`config.mk`:
```
export PLATFORM = sky130hd
export DESIGN_NAME = bezier_fit_max_error_top
export DESIGN_NICKNAME = d
export VERILOG_FILES = /design/src/sv/bfme_pkg.sv /design/src/sv/bfme_mul_unit.sv /design/src/sv/bezier_fit_max_error_top.sv
export SDC_FILE = /design/constraint.sdc
export NUM_CORES = 2
export LEC_CHECK = 0
export ABC_AREA = 1
export ABC_CLOCK_PERIOD_IN_PS = 19950
export BUFFER_PORTS_ARGS = -buffer_cell sky130_fd_sc_hd__buf_2
export CAP_MARGIN = 30
export CORE_ASPECT_RATIO = 1.4
export CORE_MARGIN = 3
export CORE_UTILIZATION = 55
export CTS_CLUSTER_SIZE = 14
export DETAILED_ROUTE_END_ITERATION = 12
export PLACE_DENSITY = 0.75
export SYNTH_ARGS = -nofsm -noshare
export SYNTH_HDL_FRONTEND = slang
export SYNTH_SLANG_ARGS = --single-unit
export TNS_END_PERCENT = 50
```
`constraint.sdc`:
```
create_clock -name clk -period 19.95 [get_ports clk]
set_clock_uncertainty 0.05 [all_clocks]
set_input_delay 1.995 -clock clk [delete_from_list [all_inputs] [get_ports clk]]
set_output_delay 1.995 -clock clk [all_outputs]
set_load 0.02 [all_outputs]
```
`src/sv/bfme_pkg.sv`:
```
// ----------------------------------------------------------------------------
// bfme_pkg
// Shared types and constants for the cubic curve fit error block.
// ----------------------------------------------------------------------------
package bfme_pkg;

    // Field widths that the stream format fixes
    localparam int U_W        = 17;
    localparam int ERR_W      = 36;
    localparam int IDX_W      = 10;
    localparam int M_DATA_W   = ((ERR_W + IDX_W + 7) / 8) * 8;

    // Configuration port
    localparam int CFG_IDX_W  = 4;
    localparam int CTRL_SEL_W = 3;
    localparam int NUM_CTRL   = 8;

    // Parameter value 1.0 in Q1.16
    localparam logic [U_W-1:0] U_ONE = 17'h10000;

    // Saturated squared error
    localparam logic [ERR_W-1:0] ERR_MAX = {ERR_W{1'b1}};

    // Shared multiplier: second operand is signed and holds the parameter
    // or an 18-bit distance magnitude
    localparam int SQ_W   = 18;
    localparam int MB_W   = SQ_W + 1;
    localparam int RND_HALF = 32768;
    localparam int Q_SHIFT  = 16;

    // Sequencer steps: twelve interpolations, then two squares
    localparam int STEP_W = 4;
    localparam logic [STEP_W-1:0] LERP_STEPS = 4'd12;
    localparam logic [STEP_W-1:0] ISSUE_LAST = 4'd13;
    localparam logic [STEP_W-1:0] CALC_LAST  = 4'd14;

    typedef enum logic [1:0] {
        ST_IDLE,
        ST_CALC,
        ST_SUM,
        ST_UPDATE
    } state_t;

    typedef enum logic [1:0] {
        OP_NONE,
        OP_LERP,
        OP_SQ_X,
        OP_SQ_Y
    } mul_op_t;

    // Tag that travels with each product through the multiplier
    typedef struct packed {
        mul_op_t    op;
        logic       axis;
        logic [1:0] slot;
        logic       sat;
    } mul_tag_t;

    // Slot written by each interpolation pair: three on the first level,
    // two on the second, one on the third
    function automatic logic [1:0] lerp_slot(input logic [2:0] pair);
        logic [1:0] slot;
        unique case (pair)
            3'd0:    slot = 2'd0;
            3'd1:    slot = 2'd1;
            3'd2:    slot = 2'd2;
            3'd3:    slot = 2'd0;
            3'd4:    slot = 2'd1;
            3'd5:    slot = 2'd0;
            default: slot = 2'd0;
        endcase
        return slot;
    endfunction

endpackage

```
`src/sv/bfme_mul_unit.sv`:
```
// ----------------------------------------------------------------------------
// bfme_mul_unit
// Shared signed multiplier with a registered product and a matching tag.
// ----------------------------------------------------------------------------
module bfme_mul_unit #(
    parameter int A_W = 19
) (
    input  logic                                  clk,
    input  logic                                  rst_n,
    input  logic signed [A_W-1:0]                 op_a,
    input  logic signed [bfme_pkg::MB_W-1:0]      op_b,
    input  bfme_pkg::mul_tag_t                    tag_in,
    output logic signed [A_W+bfme_pkg::MB_W-1:0]  prod_reg,
    output bfme_pkg::mul_tag_t                    tag_reg
);
    import bfme_pkg::*;

    // Register the product
    always_ff @(posedge clk)
    begin
        prod_reg <= op_a * op_b;
    end

    // Carry the tag alongside
    always_ff @(posedge clk or negedge rst_n)
    begin
        if (!rst_n)
        begin
            tag_reg <= '{op: OP_NONE, axis: 1'b0, slot: 2'd0, sat: 1'b0};
        end
        else
        begin
            tag_reg <= tag_in;
        end
    end

endmodule

```
`src/sv/bezier_fit_max_error_top.sv`:
```
// ----------------------------------------------------------------------------
// bezier_fit_max_error_top
// Running maximum squared distance between points and a cubic curve.
// ----------------------------------------------------------------------------
// Usage:
//   Write the four control points through the cfg channel (index 0..7:
//   x0, y0, x1, y1, x2, y2, x3, y3) while the block is idle; cfg_ready is
//   always high and indexes above 7 are dropped.
//   Each s_ transaction carries one point and its curve parameter; the
//   block evaluates the cubic by de Casteljau interpolation on one shared
//   multiplier and keeps the largest squared distance and its position.
//   On a transaction with s_tlast set, one m_ transaction carries the
//   maximum and its position, and the running values clear.
// Timing:
//   After acceptance an item runs through 12 interpolations and 2
//   squares, issued back to back through the one multiplier, then the
//   last write back, the sum and the update. s_tready returns once the
//   update is done, so the block takes no new item before the last one
//   is through. A result is registered onto m_tvalid by the update of
//   its last item.
// Reset and stall:
//   Reset clears control points, running maximum, position and count.
//   A waiting result is held in the output register; the next item is
//   accepted and processed, and only a further last item waits in its
//   update cycle until the earlier result has been taken.
// ----------------------------------------------------------------------------
module bezier_fit_max_error_top #(
    parameter int MAX_POINTS  = 1024,
    parameter int COORD_WIDTH = 16
) (
    input  logic                                   clk,
    input  logic                                   rst_n,
    // Configuration writes
    input  logic                                   cfg_valid,
    output logic                                   cfg_ready,
    input  logic [bfme_pkg::CFG_IDX_W-1:0]         cfg_index,
    input  logic [COORD_WIDTH-1:0]                 cfg_data,
    // Input points
    input  logic                                   s_tvalid,
    output logic                                   s_tready,
    // point_x, point_y, param_u, zero fill
    input  logic [((2*COORD_WIDTH+bfme_pkg::U_W+7)/8)*8-1:0] s_tdata,
    // is_last
    input  logic                                   s_tlast,
    // Results
    output logic                                   m_tvalid,
    input  logic                                   m_tready,
    // max_sq_error, worst_index, zero fill
    output logic [bfme_pkg::M_DATA_W-1:0]          m_tdata
);
    import bfme_pkg::*;

    localparam int CW    = COORD_WIDTH;
    localparam int A_W   = (CW + 2 > MB_W) ? CW + 2 : MB_W;
    localparam int P_W   = A_W + MB_W;
    localparam int CNT_W = $clog2(MAX_POINTS);

    // ------------------------------------------------------------------
    // Declarations
    // ------------------------------------------------------------------
    state_t                  state_reg, state_next;
    logic [STEP_W-1:0]       step_reg, step_next;

    logic [CW-1:0]           ctrl_reg [NUM_CTRL];
    logic signed [CW-1:0]    q_reg [2][4];
    logic signed [CW-1:0]    p_reg [2];
    logic [U_W-1:0]          u_reg;
    logic                    last_reg;
    logic [ERR_W-1:0]        sqx_reg, sqy_reg, dist_reg;
    logic [ERR_W-1:0]        max_reg;
    logic [IDX_W-1:0]        worst_reg;
    logic [CNT_W-1:0]        cnt_reg;
    logic                    m_tvalid_reg;
    logic [M_DATA_W-1:0]     m_data_reg;

    logic                    accept;
    logic                    fire;
    logic [U_W-1:0]          in_u;
    logic [U_W-1:0]          in_u_clamp;

    logic                    iss_axis;
    logic [1:0]              iss_slot;
    logic signed [CW-1:0]    lo_val, hi_val;
    logic signed [A_W-1:0]   lo_ext, hi_ext, pt_ext, diff;
    logic [A_W-1:0]          mag;
    logic                    mag_sat;
    logic signed [A_W-1:0]   op_a;
    logic signed [MB_W-1:0]  op_b;
    mul_tag_t                tag_in, tag_reg;
    logic signed [P_W-1:0]   prod_reg;
    logic signed [P_W-1:0]   rnd, shifted;

    logic [ERR_W:0]          sum;
    logic [CNT_W-1:0]        cnt_inc;
    logic [IDX_W-1:0]        cnt_idx;
    logic                    hit;
    logic [ERR_W-1:0]        new_max;
    logic [IDX_W-1:0]        new_worst;

    // ------------------------------------------------------------------
    // Configuration registers
    // ------------------------------------------------------------------
    assign cfg_ready = 1'b1;

    always_ff @(posedge clk or negedge rst_n)
    begin
        if (!rst_n)
        begin
            for (int i = 0; i < NUM_CTRL; i++)
            begin
                ctrl_reg[i] <= '0;
            end
        end
        else if (cfg_valid && (cfg_index < CFG_IDX_W'(NUM_CTRL)))
        begin
            ctrl_reg[cfg_index[CTRL_SEL_W-1:0]] <= cfg_data;
        end
    end

    // ------------------------------------------------------------------
    // Sequencer
    // ------------------------------------------------------------------
    always_ff @(posedge clk or negedge rst_n)
    begin
        if (!rst_n)
        begin
            state_reg <= ST_IDLE;
            step_reg  <= '0;
        end
        else
        begin
            state_reg <= state_next;
            step_reg  <= step_next;
        end
    end

    // Hold a last item while an earlier result is still waiting
    assign fire = (state_reg == ST_UPDATE) && !(last_reg && m_tvalid_reg && !m_tready);

    always_comb
    begin
        state_next = state_reg;
        step_next  = step_reg;
        s_tready   = 1'b0;
        unique case (state_reg)
            ST_IDLE:
            begin
                s_tready = 1'b1;
                if (s_tvalid)
                begin
                    state_next = ST_CALC;
                    step_next  = '0;
                end
            end
            ST_CALC:
            begin
                step_next = step_reg + 1'b1;
                if (step_reg == CALC_LAST)
                begin
                    state_next = ST_SUM;
                end
            end
            ST_SUM:
            begin
                state_next = ST_UPDATE;
            end
            ST_UPDATE:
            begin
                if (fire)
                begin
                    state_next = ST_IDLE;
                end
            end
            default:
            begin
                state_next = ST_IDLE;
            end
        endcase
    end

    assign accept = s_tvalid && s_tready;

    // ------------------------------------------------------------------
    // Load the item and the control points
    // ------------------------------------------------------------------
    assign in_u       = s_tdata[2*CW+U_W-1:2*CW];
    assign in_u_clamp = (in_u > U_ONE) ? U_ONE : in_u;

    always_ff @(posedge clk)
    begin
        if (accept)
        begin
            p_reg[0] <= s_tdata[CW-1:0];
            p_reg[1] <= s_tdata[2*CW-1:CW];
            u_reg    <= in_u_clamp;
            last_reg <= s_tlast;
        end
    end

    // ------------------------------------------------------------------
    // Operand selection for the shared multiplier
    // ------------------------------------------------------------------
    always_comb
    begin
        iss_axis = step_reg[0];
        iss_slot = lerp_slot(step_reg[3:1]);
        unique case (iss_slot)
            2'd0:
            begin
                lo_val = q_reg[iss_axis][0];
                hi_val = q_reg[iss_axis][1];
            end
            2'd1:
            begin
                lo_val = q_reg[iss_axis][1];
                hi_val = q_reg[iss_axis][2];
            end
            default:
            begin
                lo_val = q_reg[iss_axis][2];
                hi_val = q_reg[iss_axis][3];
            end
        endcase
        lo_ext  = A_W'(lo_val);
        hi_ext  = A_W'(hi_val);
        pt_ext  = A_W'(p_reg[iss_axis]);
        // Distance from the curve point (slot 0 holds the final value)
        diff    = A_W'(q_reg[iss_axis][0]) - pt_ext;
        mag     = diff[A_W-1] ? A_W'(-diff) : diff;
        mag_sat = |(mag >> SQ_W);

        op_a   = '0;
        op_b   = '0;
        tag_in = '{op: OP_NONE, axis: 1'b0, slot: 2'd0, sat: 1'b0};
        if ((state_reg == ST_CALC) && (step_reg < LERP_STEPS))
        begin
            op_a   = hi_ext - lo_ext;
            op_b   = MB_W'(u_reg);
            tag_in = '{op: OP_LERP, axis: iss_axis, slot: iss_slot, sat: 1'b0};
        end
        else if ((state_reg == ST_CALC) && (step_reg <= ISSUE_LAST))
        begin
            op_a   = A_W'(mag[SQ_W-1:0]);
            op_b   = MB_W'(mag[SQ_W-1:0]);
            tag_in = '{op: (iss_axis ? OP_SQ_Y : OP_SQ_X), axis: iss_axis,
                       slot: 2'd0, sat: mag_sat};
        end
    end

    bfme_mul_unit #(
        .A_W (A_W)
    ) u_mul (
        .clk      (clk),
        .rst_n    (rst_n),
        .op_a     (op_a),
        .op_b     (op_b),
        .tag_in   (tag_in),
        .prod_reg (prod_reg),
        .tag_reg  (tag_reg)
    );

    // ------------------------------------------------------------------
    // Write back: interpolate in place, or capture a square
    // ------------------------------------------------------------------
    assign rnd     = prod_reg + P_W'(RND_HALF);
    assign shifted = rnd >>> Q_SHIFT;

    always_ff @(posedge clk)
    begin
        if (accept)
        begin
            for (int k = 0; k < 4; k++)
            begin
                q_reg[0][k] <= ctrl_reg[2*k];
                q_reg[1][k] <= ctrl_reg[2*k+1];
            end
        end
        else if (tag_reg.op == OP_LERP)
        begin
            q_reg[tag_reg.axis][tag_reg.slot] <=
                q_reg[tag_reg.axis][tag_reg.slot] + shifted[CW-1:0];
        end

        if (tag_reg.op == OP_SQ_X)
        begin
            sqx_reg <= tag_reg.sat ? ERR_MAX : prod_reg[ERR_W-1:0];
        end
        if (tag_reg.op == OP_SQ_Y)
        begin
            sqy_reg <= tag_reg.sat ? ERR_MAX : prod_reg[ERR_W-1:0];
        end
    end

    // ------------------------------------------------------------------
    // Sum the squares with saturation
    // ------------------------------------------------------------------
    assign sum = {1'b0, sqx_reg} + {1'b0, sqy_reg};

    always_ff @(posedge clk)
    begin
        if (state_reg == ST_SUM)
        begin
            dist_reg <= sum[ERR_W] ? ERR_MAX : sum[ERR_W-1:0];
        end
    end

    // ------------------------------------------------------------------
    // Running maximum and position
    // ------------------------------------------------------------------
    assign cnt_inc = (cnt_reg != CNT_W'(MAX_POINTS - 1)) ? cnt_reg + 1'b1 : cnt_reg;

    generate
        if (CNT_W >= IDX_W)
        begin : g_idx_trunc
            assign cnt_idx = cnt_inc[IDX_W-1:0];
        end
        else
        begin : g_idx_ext
            assign cnt_idx = {{(IDX_W-CNT_W){1'b0}}, cnt_inc};
        end
    endgenerate

    assign hit       = dist_reg >= max_reg;
    assign new_max   = hit ? dist_reg : max_reg;
    assign new_worst = hit ? cnt_idx : worst_reg;

    always_ff @(posedge clk or negedge rst_n)
    begin
        if (!rst_n)
        begin
            max_reg   <= '0;
            worst_reg <= '0;
            cnt_reg   <= '0;
        end
        else if (fire)
        begin
            if (last_reg)
            begin
                max_reg   <= '0;
                worst_reg <= '0;
                cnt_reg   <= '0;
            end
            else
            begin
                max_reg   <= new_max;
                worst_reg <= new_worst;
                cnt_reg   <= cnt_inc;
            end
        end
    end

    // ------------------------------------------------------------------
    // Output register
    // ------------------------------------------------------------------
    always_ff @(posedge clk or negedge rst_n)
    begin
        if (!rst_n)
        begin
            m_tvalid_reg <= 1'b0;
        end
        else if (fire && last_reg)
        begin
            m_tvalid_reg <= 1'b1;
        end
        else if (m_tready)
        begin
            m_tvalid_reg <= 1'b0;
        end
    end

    always_ff @(posedge clk)
    begin
        if (fire && last_reg)
        begin
            m_data_reg <= {{(M_DATA_W-ERR_W-IDX_W){1'b0}}, new_worst, new_max};
        end
    end

    assign m_tvalid = m_tvalid_reg;
    assign m_tdata  = m_data_reg;

endmodule

```
==> metrics.log <==
INFO  metric routed_length_on_met2 = 60.18 mm
INFO  metric drt-total-wl = 117.8 mm
INFO  metric worstHoldPathCells = 1
INFO  metric period_minus_slack = 11.57 ns
INFO  metric nets = 5694
INFO  metric path_max_fanout = 29
INFO  metric synth.largest_area_cell = sky130_fd_sc_hd__edfxtp_1
INFO  metric finalCritPeriodShare = 0.5798
INFO  metric clockRootBuffer = sky130_fd_sc_hd__clkbuf_16
INFO  metric cts_max_level = 2
INFO  metric dr_wl_met3 = 6.722 mm
INFO  metric setup.worst_path.start = step_reg[1]$_DFFE_PN0P_
INFO  metric postRouteAntennaNets = 0
INFO  metric core = 77020 µm²
INFO  metric rsz0062_at_grt = false
INFO  metric cts_post_setup_buffers_inserted = 0
INFO  metric seq_area = 15620 µm²
INFO  metric die-area = 81610 µm²
INFO  metric synth-seq-cells = 565
INFO  metric yosysTopAreaCellShare = 0.2319
INFO  metric ys.warnings.count = 0
INFO  metric path_clk_slew = 0.07 ns
INFO  metric fin_setup_tns = 0 ns
INFO  metric io_pins = 133
INFO  metric postCtsHoldBufs = 0
INFO  metric route.vias.total = 34140
INFO  metric multi_input_comb_area = 23090 µm²
INFO  metric cell_family_with_the_largest_share_of_critical_path_delay = adder cells
INFO  metric drtIter0Drc = 2781
INFO  metric worstMarginPinSlew = 1.097 ns
INFO  metric crit_required = 20.38 ns
INFO  metric mappedNetlistArea = 42990 µm²
INFO  metric gpl.final_weighted_congestion = 0.9856
INFO  metric crit_slowest_cell = sky130_fd_sc_hd__inv_1
INFO  metric hold_violation_total_from_the_final_report = 0
INFO  metric worst_setup_path_end_kind = flip-flop
INFO  metric maximum_frequency_from_static_timing_analysis = 86.45 MHz
INFO  metric cp_data_arrival_time = 12.00 ns
INFO  metric post_route_cells_drive_above_1_share = 0.07991
INFO  metric syn2layout_area_growth = 8.291%
INFO  metric maxSlewViolCount = 0
INFO  metric die_height = 336.8 µm
INFO  metric status = finished clean
INFO  metric timing.critical_path.mode_cell = sky130_fd_sc_hd__inv_1
INFO  metric timing_worst_setup_path_type = flip-flop to flip-flop
INFO  metric dominantRegCellSynth = sky130_fd_sc_hd__edfxtp_1
INFO  metric grt_pass1_vias = 34460
INFO  metric hpwlAfterDp = 91.59 mm
INFO  metric cts-resized-gates = 0
INFO  metric finalSetupViolations = 0
INFO  metric filler_cell_count = 6603
INFO  metric ys_top_cells_by_area = sky130_fd_sc_hd__edfxtp_1 23%, sky130_fd_sc_hd__fa_1 16%, sky130_fd_sc_hd__dfrtp_1 11%
INFO  metric holdCritStartpoint = u_mul.prod_reg[9]$_DFF_P_
INFO  metric top_layer_used = met4
INFO  metric grt_antenna_before_repair = 0
INFO  metric n_antenna_cell = 0
INFO  metric timing.critical_path.buf_inv = 9
INFO  metric start_util = 0.5582
INFO  metric drcViolationCount = 0
INFO  metric rows = 120
INFO  metric grt_pass1_wl = 184.3 mm
INFO  metric post_synth.cell_area_avg = 8.656 µm²
INFO  metric netlist-cell-type-count = 62
INFO  metric most_used_standard_cell_by_instance_count_after_synthesis = sky130_fd_sc_hd__nand2_1
INFO  metric relSlewSlack = 0.2662
INFO  metric clockBufferDepth = 3
INFO  metric die-width = 242.3 µm
INFO  metric min-delay-path-class = flip-flop to flip-flop
INFO  metric portBuffers = 122
INFO  metric max_stage_delay = 0.82 ns
INFO  metric seq_area_frac_synth = 0.3633
INFO  metric wl_per_cell = 19.22 µm
INFO  metric synth_commonest_cells = 1020 x sky130_fd_sc_hd__nand2_1, 924 x sky130_fd_sc_hd__inv_1, 425 x sky130_fd_sc_hd__o21ai_0, 341 x sky130_fd_sc_hd__fa_1, 332 x sky130_fd_sc_hd__edfxtp_1
INFO  metric detail_route.vias_per_cell = 5.569
INFO  metric worst_case_reg_to_reg_path_depth = 42
INFO  metric numClockSinks = 565
INFO  metric clock_buffer_count_from_cts = 56
INFO  metric rr_startpoint = step_reg[1]$_DFFE_PN0P_
INFO  metric hold_ws = 0.3895 ns
INFO  metric combined_global_route_utilization_of_all_metal_layers = 0.2894
INFO  metric drtPass1Iterations = 6
INFO  metric start_kind = flip-flop
INFO  metric synth_enable_flop_cells = 332
INFO  metric grt_overflow_total = 0
INFO  metric max-cap-violations = 0
INFO  metric grt_max_degree = 88
INFO  metric postSynthCellCount = 4967
INFO  metric synth-async-reset-ratio = 0.3487
INFO  metric tritoncts_clock_tree = yes
INFO  metric critical_path_depth = 42
INFO  metric clk_latency = 0.65 ns
INFO  metric drt-met1-wl = 42.54 mm
[layout make-up]
| cell class | count | share of cell area |
|---|---|---|
| Clock inverter | 22 | 0.004542 |
| Tap cell | 1037 | 0.02787 |
| Clock buffer | 83 | 0.03467 |
| Timing Repair Buffer | 167 | 0.02464 |
| Multi-Input combinational cell | 3304 | 0.4960 |
| Sequential cell | 565 | 0.3356 |
| Inverter | 952 | 0.07675 |
[cells by family after synthesis]
group,after synthesis,share of synthesized area
AOI/OAI and AO/OA,794,0.1040
xor gates and xnor gates,103,0.02098
adders and majority gates,566,0.2243
buffers and inverters,1117,0.1022
DFF,565,0.3633
muxes,24,0.005588
other,2,0.0001747
and+or+nand+nor,1796,0.1796
[path summary, 6_finish.rpt]
path	slack [ns]	to
min in group asynchronous	1.27	max_reg[18]$_DFFE_PN0P_
worst max register to register	8.38	u_mul.prod_reg[30]$_DFF_P_
worst max-delay path	8.38	u_mul.prod_reg[30]$_DFF_P_
worst min-delay path	0.39	sqx_reg[9]$_DFFE_PN_
worst min register to register	0.39	sqx_reg[9]$_DFFE_PN_
max in group asynchronous	17.02	ctrl_reg[101]$_DFFE_PN0P_
[per-stage QoR]
stage / instance area [µm²] / std cells / utilization / setup slack, ns
global route: 46560 / 6130 / 0.6045 / 7.777
CTS: 46500 / 6127 / 0.6037 / 8.529
global placement: 44450 / 6013 / 0.5771 / 8.728
floorplan: 43060 / 4986 / - / 11.13
finish: 46560 / 6130 / 0.6045 / 8.382
detailed placement: 44670 / 6022 / 0.5800 / 8.671
[routing by layer]
layer / GRT usage / up-vias
li1: - / 16020
met1: 0.3254 / 16400
met2: 0.5264 / 1286
met3: 0.03619 / 439
met4: 0.1739 / 0
met5: 0 / -
[worst register-to-register path, delay by kind of cell (launching register included)]
| kind | cells | cell delay (ns) |
|---|---|---|
| compound gates | 5 | 1.03 |
| xor+xnor | 1 | 0.24 |
| fa+ha+maj | 9 | 4.24 |
| buf+inv | 9 | 2.13 |
| flops | 1 | 0.44 |
| simple gates | 18 | 3.27 |
[layout by cell type, fill, tap and decap left out, types with 122 or more instances in the layout]
master	netlist	routed
sky130_fd_sc_hd__edfxtp_1	332	332
sky130_fd_sc_hd__nor2_1	313	309
sky130_fd_sc_hd__a21oi_1	208	207
sky130_fd_sc_hd__o21ai_0	425	425
sky130_fd_sc_hd__nand2_1	1020	1019
sky130_fd_sc_hd__nand3_1	190	190
sky130_fd_sc_hd__buf_2	10	122
sky130_fd_sc_hd__ha_1	225	225
sky130_fd_sc_hd__dfrtp_1	197	195
sky130_fd_sc_hd__fa_1	341	341
sky130_fd_sc_hd__inv_1	924	921
Power is not shown: default switching activity piles up to over one toggle a cycle in this logic, so the estimate is an artifact.
